==> config.mk <==
export PLATFORM = sky130hd
export DESIGN_NAME = sorted_priority_queue_unit
export DESIGN_NICKNAME = d
export VERILOG_FILES = /design/src/rtl/spq_pkg.sv /design/src/rtl/spq_cell.sv /design/src/rtl/spq_prefix.sv /design/src/rtl/sorted_priority_queue_unit.sv
export SDC_FILE = /design/constraint.sdc
export NUM_CORES = 2
export LEC_CHECK = 0
export BUFFER_PORTS_ARGS = -buffer_cell sky130_fd_sc_hd__buf_2
export CAP_MARGIN = 5
export CORE_MARGIN = 5
export CORE_UTILIZATION = 30
export CTS_BUF_LIST = sky130_fd_sc_hd__clkbuf_4 sky130_fd_sc_hd__clkbuf_8
export CTS_CLUSTER_DIAMETER = 30
export CTS_CLUSTER_SIZE = 24
export DETAILED_ROUTE_END_ITERATION = 12
export GPL_TIMING_DRIVEN = 1
export PLACE_DENSITY = 0.51
export REMOVE_ABC_BUFFERS = 1
export SYNTH_ARGS = -nofsm -noshare
export SYNTH_HDL_FRONTEND = slang
export SYNTH_HIERARCHICAL = 1
export SYNTH_SLANG_ARGS = --single-unit
==> constraint.sdc <==
create_clock -name aclk -period 8.5 [get_ports aclk]
set_clock_uncertainty 0.2 [all_clocks]
set_input_delay 2.125 -clock aclk [delete_from_list [all_inputs] [get_ports aclk]]
set_output_delay 2.125 -clock aclk [all_outputs]
set_load 0.1 [all_outputs]
==> src/rtl/spq_pkg.sv <==
// Shared definitions for the sorted priority queue: request and status codes,
// the cell control bundle, the state encoding and the default parameter values.
// No dependencies.
`timescale 1ns / 1ps

package spq_pkg;

    // Default sizes, handed to the top level as parameter defaults.
    localparam int DEPTH_DEF     = 16;
    localparam int PRIO_BITS_DEF = 8;
    localparam int TAG_BITS_DEF  = 16;

    // Width of the request kind field.
    localparam int OP_W = 3;

    // Request kinds; codes five to seven are undefined and report not found.
    localparam logic [OP_W-1:0] OP_INSERT    = 3'd0;
    localparam logic [OP_W-1:0] OP_REMOVE    = 3'd1;
    localparam logic [OP_W-1:0] OP_PEEK      = 3'd2;
    localparam logic [OP_W-1:0] OP_FIND_EQ   = 3'd3;
    localparam logic [OP_W-1:0] OP_FIND_GE   = 3'd4;

    // Result status codes.
    localparam logic [1:0] STAT_OK   = 2'd0;
    localparam logic [1:0] STAT_NONE = 2'd1;
    localparam logic [1:0] STAT_FULL = 2'd2;

    // Sequencer states, one-hot.
    typedef enum logic [1:0] {
        S_IDLE  = 2'b01,
        S_APPLY = 2'b10
    } state_t;

    // Control bundle that the top level sends to every cell.
    typedef struct packed {
        logic            cmp_en;     // latch compare flags for a new request
        logic            ins_en;     // shift toward the tail and place the new entry
        logic            rem_en;     // close the gap left by the removed entry
        logic [OP_W-1:0] op;         // request kind seen at compare time
        logic            match_tag;  // remove also needs tag equality
    } cell_ctl_t;

endpackage

==> src/rtl/spq_cell.sv <==
// One slot of the sorted queue: holds a priority and a tag, compares them to
// the request and moves data to or from its neighbors. Depends on spq_pkg.
`timescale 1ns / 1ps

module spq_cell #(
    parameter int PRIO_BITS = 8,
    parameter int TAG_BITS  = 16
) (
    input  logic                  aclk,
    input  spq_pkg::cell_ctl_t    ctl,
    input  logic                  occupied,    // slot index is below the fill count
    input  logic [PRIO_BITS-1:0]  key,
    input  logic [TAG_BITS-1:0]   key_tag,
    input  logic [PRIO_BITS-1:0]  left_prio,
    input  logic [TAG_BITS-1:0]   left_tag,
    input  logic                  left_gt,
    input  logic [PRIO_BITS-1:0]  right_prio,
    input  logic [TAG_BITS-1:0]   right_tag,
    input  logic                  hit_at_or_before,
    output logic [PRIO_BITS-1:0]  prio_o,
    output logic [TAG_BITS-1:0]   tag_o,
    output logic                  hit_o,
    output logic                  gt_o
);
    import spq_pkg::*;

    logic [PRIO_BITS-1:0] prio_reg, prio_next;
    logic [TAG_BITS-1:0]  tag_reg, tag_next;
    logic                 hit_reg, hit_next;
    logic                 gt_reg, gt_next;

    logic eq_key, gt_key, ge_key, tag_eq;

    // Local compares against the request key.
    assign eq_key = (prio_reg == key);
    assign gt_key = (prio_reg > key);
    assign ge_key = eq_key || gt_key;
    assign tag_eq = (tag_reg == key_tag);

    // Compare flags, taken when a request is accepted.
    always_comb begin
        hit_next = hit_reg;
        gt_next  = gt_reg;
        if (ctl.cmp_en) begin
            // An empty slot counts as greater, so an insert lands at the tail.
            gt_next = !occupied || gt_key;
            case (ctl.op)
                OP_REMOVE:  hit_next = occupied && eq_key && (!ctl.match_tag || tag_eq);
                OP_PEEK:    hit_next = occupied;
                OP_FIND_EQ: hit_next = occupied && eq_key;
                OP_FIND_GE: hit_next = occupied && ge_key;
                default:    hit_next = 1'b0;
            endcase
        end
    end

    // Slot contents move one place on insert or remove.
    always_comb begin
        prio_next = prio_reg;
        tag_next  = tag_reg;
        if (ctl.ins_en) begin
            if (left_gt) begin
                prio_next = left_prio;
                tag_next  = left_tag;
            end else if (gt_reg) begin
                prio_next = key;
                tag_next  = key_tag;
            end
        end else if (ctl.rem_en && hit_at_or_before) begin
            prio_next = right_prio;
            tag_next  = right_tag;
        end
    end

    always_ff @(posedge aclk) begin
        prio_reg <= prio_next;
        tag_reg  <= tag_next;
        hit_reg  <= hit_next;
        gt_reg   <= gt_next;
    end

    assign prio_o = prio_reg;
    assign tag_o  = tag_reg;
    assign hit_o  = hit_reg;
    assign gt_o   = gt_reg;

endmodule

==> src/rtl/spq_prefix.sv <==
// Prefix OR over the cell hit flags, in log2(DEPTH) doubling steps; gives the
// first hit as a one-hot vector and the at-or-before mask. Depends on spq_pkg.
`timescale 1ns / 1ps

module spq_prefix #(
    parameter int DEPTH = 16
) (
    input  logic [DEPTH-1:0] hit,
    output logic [DEPTH-1:0] incl,
    output logic [DEPTH-1:0] first,
    output logic             any
);
    import spq_pkg::*;

    localparam int LV = $clog2(DEPTH);

    logic [DEPTH-1:0] lvl [0:LV];

    assign lvl[0] = hit;

    // Each step folds in the flags 2^k places toward the head.
    for (genvar k = 0; k < LV; k++) begin : g_step
        for (genvar i = 0; i < DEPTH; i++) begin : g_bit
            if (i >= (1 << k)) begin : g_or
                assign lvl[k+1][i] = lvl[k][i] | lvl[k][i-(1<<k)];
            end else begin : g_pass
                assign lvl[k+1][i] = lvl[k][i];
            end
        end
    end

    assign incl = lvl[LV];

    // The first hit is a hit with none before it.
    for (genvar i = 0; i < DEPTH; i++) begin : g_first
        if (i == 0) begin : g_head
            assign first[i] = hit[i];
        end else begin : g_rest
            assign first[i] = hit[i] & ~incl[i-1];
        end
    end

    assign any = incl[DEPTH-1];

endmodule

==> src/rtl/sorted_priority_queue_unit.sv <==
// Top level of the sorted priority queue: stream ports, request sequencer,
// the row of cells and the result register. Depends on spq_pkg, spq_cell
// and spq_prefix.
`timescale 1ns / 1ps

// The queue holds up to DEPTH entries of priority and tag in ascending order
// of priority, older first among equals, in a row of cells that each compare
// in parallel and pass data to their neighbors. In the cycle a request beat
// is accepted every cell latches its compare flags; then, in the update
// state, a prefix OR picks the first matching cell, the row shifts for
// insert or remove and the result goes to the output register. The input
// side is ready again only when the update is done, so no new request is
// taken while one is in flight; when the output register still holds an
// untaken result the update waits for it.
// Request kinds: 0 insert, 1 remove, 2 peek head, 3 find equal, 4 find at
// least; status 0 is success, 1 not found or empty, 2 full.
module sorted_priority_queue_unit #(
    parameter int DEPTH     = spq_pkg::DEPTH_DEF,
    parameter int PRIO_BITS = spq_pkg::PRIO_BITS_DEF,
    parameter int TAG_BITS  = spq_pkg::TAG_BITS_DEF,
    localparam int CNT_W    = $clog2(DEPTH + 1),
    localparam int S_DW     = ((PRIO_BITS + TAG_BITS + 7) / 8) * 8,
    localparam int M_DW     = ((PRIO_BITS + TAG_BITS + CNT_W + 7) / 8) * 8
) (
    input  logic            aclk,
    input  logic            aresetn,
    // s_tdata: priority_req, tag (from bit 0 up), zero padded
    input  logic [S_DW-1:0] s_tdata,
    // s_tuser: req_type [2:0], match_tag [3]
    input  logic [3:0]      s_tuser,
    input  logic            s_tvalid,
    output logic            s_tready,
    // m_tdata: result_priority, result_tag, entry_count (from bit 0 up), zero padded
    output logic [M_DW-1:0] m_tdata,
    // m_tuser: status
    output logic [1:0]      m_tuser,
    output logic            m_tvalid,
    input  logic            m_tready
);
    import spq_pkg::*;

    state_t                state_reg, state_next;
    logic [CNT_W-1:0]      count_reg, count_next;
    logic [OP_W-1:0]       op_reg;
    logic [PRIO_BITS-1:0]  key_reg;
    logic [TAG_BITS-1:0]   tag_reg;
    logic                  out_valid_reg, out_valid_next;
    logic [1:0]            out_status_reg, out_status_next;
    logic [PRIO_BITS-1:0]  out_prio_reg, out_prio_next;
    logic [TAG_BITS-1:0]   out_tag_reg, out_tag_next;
    logic [CNT_W-1:0]      out_count_reg, out_count_next;

    logic                  accept;
    logic                  apply_fire;
    logic                  full;
    cell_ctl_t             ctl;
    logic [PRIO_BITS-1:0]  key_mux;
    logic [TAG_BITS-1:0]   tag_mux;

    logic [PRIO_BITS-1:0]  cell_prio [DEPTH];
    logic [TAG_BITS-1:0]   cell_tag  [DEPTH];
    logic [DEPTH-1:0]      cell_hit;
    logic [DEPTH-1:0]      cell_gt;
    logic [DEPTH-1:0]      hit_incl;
    logic [DEPTH-1:0]      hit_first;
    logic                  hit_any;
    logic [PRIO_BITS-1:0]  sel_prio;
    logic [TAG_BITS-1:0]   sel_tag;

    // Handshake and sequencing.
    assign s_tready   = (state_reg == S_IDLE);
    assign accept     = s_tvalid && s_tready;
    assign apply_fire = (state_reg == S_APPLY) && (!out_valid_reg || m_tready);
    assign full       = (count_reg == CNT_W'(DEPTH));

    always_comb begin
        state_next = state_reg;
        case (state_reg)
            S_IDLE:  if (accept) state_next = S_APPLY;
            S_APPLY: if (apply_fire) state_next = S_IDLE;
            default: state_next = S_IDLE;
        endcase
    end

    // Request register, loaded with the accepted beat.
    always_ff @(posedge aclk) begin
        if (accept) begin
            op_reg  <= s_tuser[OP_W-1:0];
            key_reg <= s_tdata[PRIO_BITS-1:0];
            tag_reg <= s_tdata[PRIO_BITS +: TAG_BITS];
        end
    end

    // The cells compare against the port in the accept cycle, and take the
    // stored request as the new entry in the update cycle.
    assign key_mux = (state_reg == S_APPLY) ? key_reg : s_tdata[PRIO_BITS-1:0];
    assign tag_mux = (state_reg == S_APPLY) ? tag_reg : s_tdata[PRIO_BITS +: TAG_BITS];

    always_comb begin
        ctl.cmp_en    = accept;
        ctl.ins_en    = apply_fire && (op_reg == OP_INSERT) && !full;
        ctl.rem_en    = apply_fire && (op_reg == OP_REMOVE) && hit_any;
        ctl.op        = s_tuser[OP_W-1:0];
        ctl.match_tag = s_tuser[OP_W];
    end

    // The row of cells, head at index 0.
    for (genvar i = 0; i < DEPTH; i++) begin : g_cell
        logic [PRIO_BITS-1:0] l_prio, r_prio;
        logic [TAG_BITS-1:0]  l_tag, r_tag;
        logic                 l_gt;

        if (i == 0) begin : g_left_end
            assign l_prio = cell_prio[i];
            assign l_tag  = cell_tag[i];
            assign l_gt   = 1'b0;
        end else begin : g_left
            assign l_prio = cell_prio[i-1];
            assign l_tag  = cell_tag[i-1];
            assign l_gt   = cell_gt[i-1];
        end

        if (i == DEPTH - 1) begin : g_right_end
            assign r_prio = cell_prio[i];
            assign r_tag  = cell_tag[i];
        end else begin : g_right
            assign r_prio = cell_prio[i+1];
            assign r_tag  = cell_tag[i+1];
        end

        spq_cell #(
            .PRIO_BITS (PRIO_BITS),
            .TAG_BITS  (TAG_BITS)
        ) u_cell (
            .aclk             (aclk),
            .ctl              (ctl),
            .occupied         (CNT_W'(i) < count_reg),
            .key              (key_mux),
            .key_tag          (tag_mux),
            .left_prio        (l_prio),
            .left_tag         (l_tag),
            .left_gt          (l_gt),
            .right_prio       (r_prio),
            .right_tag        (r_tag),
            .hit_at_or_before (hit_incl[i]),
            .prio_o           (cell_prio[i]),
            .tag_o            (cell_tag[i]),
            .hit_o            (cell_hit[i]),
            .gt_o             (cell_gt[i])
        );
    end

    // First matching cell.
    spq_prefix #(
        .DEPTH (DEPTH)
    ) u_prefix (
        .hit   (cell_hit),
        .incl  (hit_incl),
        .first (hit_first),
        .any   (hit_any)
    );

    // One-hot select of the first matching entry.
    always_comb begin
        sel_prio = '0;
        sel_tag  = '0;
        for (int i = 0; i < DEPTH; i++) begin
            sel_prio = sel_prio | (cell_prio[i] & {PRIO_BITS{hit_first[i]}});
            sel_tag  = sel_tag  | (cell_tag[i]  & {TAG_BITS{hit_first[i]}});
        end
    end

    // Result and fill count for the request in the update cycle.
    always_comb begin
        out_status_next = STAT_NONE;
        out_prio_next   = '0;
        out_tag_next    = '0;
        count_next      = count_reg;
        case (op_reg)
            OP_INSERT: begin
                if (full) begin
                    out_status_next = STAT_FULL;
                end else begin
                    out_status_next = STAT_OK;
                    out_prio_next   = key_reg;
                    out_tag_next    = tag_reg;
                    count_next      = count_reg + CNT_W'(1);
                end
            end
            OP_REMOVE: begin
                if (hit_any) begin
                    out_status_next = STAT_OK;
                    out_prio_next   = sel_prio;
                    out_tag_next    = sel_tag;
                    count_next      = count_reg - CNT_W'(1);
                end
            end
            OP_PEEK, OP_FIND_EQ, OP_FIND_GE: begin
                if (hit_any) begin
                    out_status_next = STAT_OK;
                    out_prio_next   = sel_prio;
                    out_tag_next    = sel_tag;
                end
            end
            default: out_status_next = STAT_NONE;
        endcase
        out_count_next = count_next;
    end

    // Output register valid flag.
    always_comb begin
        out_valid_next = out_valid_reg;
        if (apply_fire) begin
            out_valid_next = 1'b1;
        end else if (m_tready) begin
            out_valid_next = 1'b0;
        end
    end

    // Control registers.
    always_ff @(posedge aclk) begin
        if (!aresetn) begin
            state_reg     <= S_IDLE;
            count_reg     <= '0;
            out_valid_reg <= 1'b0;
        end else begin
            state_reg     <= state_next;
            out_valid_reg <= out_valid_next;
            if (apply_fire) begin
                count_reg <= count_next;
            end
        end
    end

    // Output payload.
    always_ff @(posedge aclk) begin
        if (apply_fire) begin
            out_status_reg <= out_status_next;
            out_prio_reg   <= out_prio_next;
            out_tag_reg    <= out_tag_next;
            out_count_reg  <= out_count_next;
        end
    end

    assign m_tvalid = out_valid_reg;
    assign m_tuser  = out_status_reg;
    assign m_tdata  = M_DW'({out_count_reg, out_tag_reg, out_prio_reg});

`ifndef NO_ASSERTIONS
    // The fill count never passes the depth.
    a_count_bound: assert property (@(posedge aclk) disable iff (!aresetn)
        count_reg <= CNT_W'(DEPTH))
        else $error("fill count exceeds depth");

    // An accepted beat is always followed by its update cycle.
    a_accept_to_apply: assert property (@(posedge aclk) disable iff (!aresetn)
        accept |=> (state_reg == S_APPLY))
        else $error("accepted request did not reach the update cycle");

    // The fill count moves only in an update cycle.
    a_count_moves: assert property (@(posedge aclk) disable iff (!aresetn)
        !$stable(count_reg) |-> $past(apply_fire))
        else $error("fill count changed outside an update cycle");

    // At most one cell is picked as the first match.
    a_first_onehot: assert property (@(posedge aclk) disable iff (!aresetn)
        (state_reg == S_APPLY) |-> $onehot0(hit_first))
        else $error("more than one first match");

    // A full status is reported only with the queue at its depth.
    a_full_count: assert property (@(posedge aclk) disable iff (!aresetn)
        (out_valid_reg && (out_status_reg == STAT_FULL)) |-> (out_count_reg == CNT_W'(DEPTH)))
        else $error("full status with room left");
`endif

endmodule

==> run summary <==
Rel. slew slack: 13.4%
most common cell after layout, fill and taps aside: a21oi_1
Max-Cap Viols: 0
die area: 117000 um2
Vias/cell: 5.61
Post-Synth XOR/XNOR Area: 6.90%
worst endpoint required time: 8.77 ns
Post-synth ARST share: 0%
met3 Resource Use GR: 5.25%
Post-Route WL: 138000 um
Compound-Gate Fraction of Synth Area: 15.2%
chip height: 342 um
CP Class: flip-flop to flip-flop
commonest cells after routing, fill and taps aside: a21oi_1 (499), edfxtp_1 (474), nor2_1 (455)
Layout area overhead: 17.0%
Seq. cell area: 14400 um2
Mapped Area: 33100 um2
Setup TNS Final: 0 ns
Final #Nets: 3613
post-cts resize count: 0
CP endpoint kind: flip-flop
Syn Inst Count: 3343
Synth Area in Simple Gates: 13.6%
wire per inst: 27.2 um
htree depth: 4
Max Fclk: 203 MHz
min cycle time layout: 4.94 ns
Ys Warns: 6
Ports: 68
RSZ-0062 raised after global routing: false
CTS clk-pin slew, worst paths: 0.05 ns
Min-Delay Path Class: flip-flop to flip-flop
Fill cells: 11233
initial antenna violation count: 7
fin. max-slew vios: 0
routability congestion estimate: 0.966
Clock Root Buffer: clkbuf_8
CTS tree: built
gr usage total: 22.8%
Final Power: 7.02 mW
top_reg_cell synth: edfxtp_1
status: finished clean
largest family of logic cells by synthesized area: compound AO/OA/AOI/OAI gates
dpl ws: 2.97 ns
drt pass-1 iters: 6
Setup violations, final: 0
Post-synth EDFFs: 474
PortBufs: 64
PnR worst setup slack: 3.56 ns
Clock Tree Buf Depth: 3
Core Area: 110000 um2
non-filler cells, final: 5061
Vias: 28409
latest clock arrival within the worst-skew pair: 0.85 ns
Tcrit/Tclk final: 58.1%
DIE WIDTH: 342 um
# DRC: 0
largest stage delay on the critical path: 0.99 ns
gr ovfl total: 0
Util after Layout: 35.2%
GR Util met2: 33.9%
placed insts: 4789
global routing usage on met1: 31.9%
max FFs per register: 256
antenna-violating nets left: 0
post-DP HPWL: 89300 um
Synth Area in Adders: 4.95%
PwrDens: 181 nW/um2
multi-input logic area: 17600 um2
CP arrival: 5.20 ns
CP Cell Sequence: buf_4 > nor4_4 > inv_2 > nor4b_4 > nand3_1 > nand4bb_1 > nor2_1 > a21oi_1 > a21oi_4 > buf_4
CTS Hold Buffers Added: 0
CP startpoint kind: flip-flop
largest net degree at the start of global routing: 231
final hold vios: 0
most used cell, CP: buf_4
initial core utilization: 30.1%
Leak Pwr: 16.4 nW
synthesized flop and latch total: 482
VDD IR max: 91.3 uV
postcts setup bufs: 0
Most Crowded Layer GR: met2
slowest stage cell, crit path: nor2_1
row count: 122
syn_area_per_cell: 9.91 um2
post-synthesis sequential area ratio: 43.5%
worst-margin pin slew: 1.30 ns
mux cell area share after synthesis: 11.7%
cts bufs inserted: 147
CTS Sinks: 482
vias in the first global route: 26773
share of cells above drive strength 1: 12.5%
Synth cell types: 61
CP Max Fanout: 29
1st-iter DRT viols: 3178
first-pass GRT wire length: 195000 um
==> cells by family after synthesis <==
logic type	count (synthesis)
and+or+nand+nor	895
AOI/OAI and AO/OA	833
DFF	482
muxes	386
buffers and inverters	354
xor gates and xnor gates	261
adders and majority gates	131
other	1
==> metal layers <==
layer	routed length, um	part of all wire (%)
met5	14	0.010
met4	5440	4.0
met3	12400	9.0
met2	59700	43
met1	60200	44
==> report_power, final <==
group,total [mW],internal (mW),switching [mW]
clock network,3.81,2.39,1.42
registers,2.65,2.62,0.0241
logic,0.572,0.178,0.394
total,7.02,5.19,1.84
==> critical path: cells and delay by family, from the launching register on <==
| kind | cells | cell delay, ns |
|---|---|---|
| and+or+nand+nor | 5 | 1.96 |
| AOI/OAI and AO/OA | 2 | 0.89 |
| DFF | 1 | 0.32 |
| buffers and inverters | 3 | 1.12 |
==> worst paths after layout <==
| check | from | slack, ns | endpoint | cells past startpoint |
|---|---|---|---|---|
| worst min-delay path | m_tvalid | 0.35 | m_tvalid | 2 |
| worst max register to register | g_cell[0].u_cell/hit_o | 3.56 | g_cell[2].u_cell/prio_o[4] | 10 |
| worst min register to register | m_tvalid | 0.35 | m_tvalid | 2 |
| worst max-delay path | g_cell[0].u_cell/hit_o | 3.56 | g_cell[2].u_cell/prio_o[4] | 10 |
==> Yosys cell counts, types with 6 or more instances <==
| master | instances | area [um2] |
|---|---|---|
| a21oi_1 | 515 | 2580 |
| a221oi_1 | 96 | 841 |
| a22o_1 | 96 | 841 |
| a311oi_1 | 15 | 131 |
| and3_1 | 7 | 43.8 |
| and4_1 | 24 | 210 |
| and4bb_1 | 15 | 188 |
| buf_2 | 34 | 170 |
| buf_4 | 8 | 60.1 |
| clkbuf_1 | 154 | 578 |
| dfxtp_1 | 8 | 160 |
| edfxtp_1 | 474 | 14200 |
| ha_1 | 131 | 1640 |
| inv_1 | 155 | 582 |
| mux2i_1 | 386 | 3860 |
| nand2_1 | 137 | 514 |
| nand2b_1 | 21 | 131 |
| nand3_1 | 34 | 170 |
| nand3_4 | 15 | 263 |
| nand4_1 | 78 | 488 |
| nor2_1 | 460 | 1730 |
| nor2b_1 | 18 | 113 |
| nor3b_1 | 17 | 128 |
| nor4_1 | 21 | 131 |
| o211ai_1 | 16 | 120 |
| o21ai_0 | 44 | 220 |
| o21ai_1 | 35 | 175 |
| or3_1 | 6 | 37.5 |
| or4_1 | 15 | 113 |
| xnor2_1 | 183 | 1600 |
| xor2_1 | 78 | 683 |
==> area by class of cell <==
| class | instances | area share [%] |
|---|---|---|
| Tap cell | 1488 | 4.81 |
| Antenna cell | 5 | 0.0323 |
| Clock buffer | 164 | 5.55 |
| Timing Repair Buffer | 153 | 2.62 |
| Sequential cell | 482 | 37.2 |
| Multi-Input combinational cell | 2510 | 45.4 |
| Inverter | 156 | 1.51 |
| Clock inverter | 103 | 2.94 |
==> through the flow <==
step / instance area, um2 / hold WS [ns]
finish: 38700 / 0.351
detailed placement: 35400 / 0.339
CTS: 38700 / 0.353
global route: 38700 / 0.374
floorplan: 32300 / 0.321
global placement: 35400 / 0.330
Note: power is estimated with default switching activity, not from simulation.
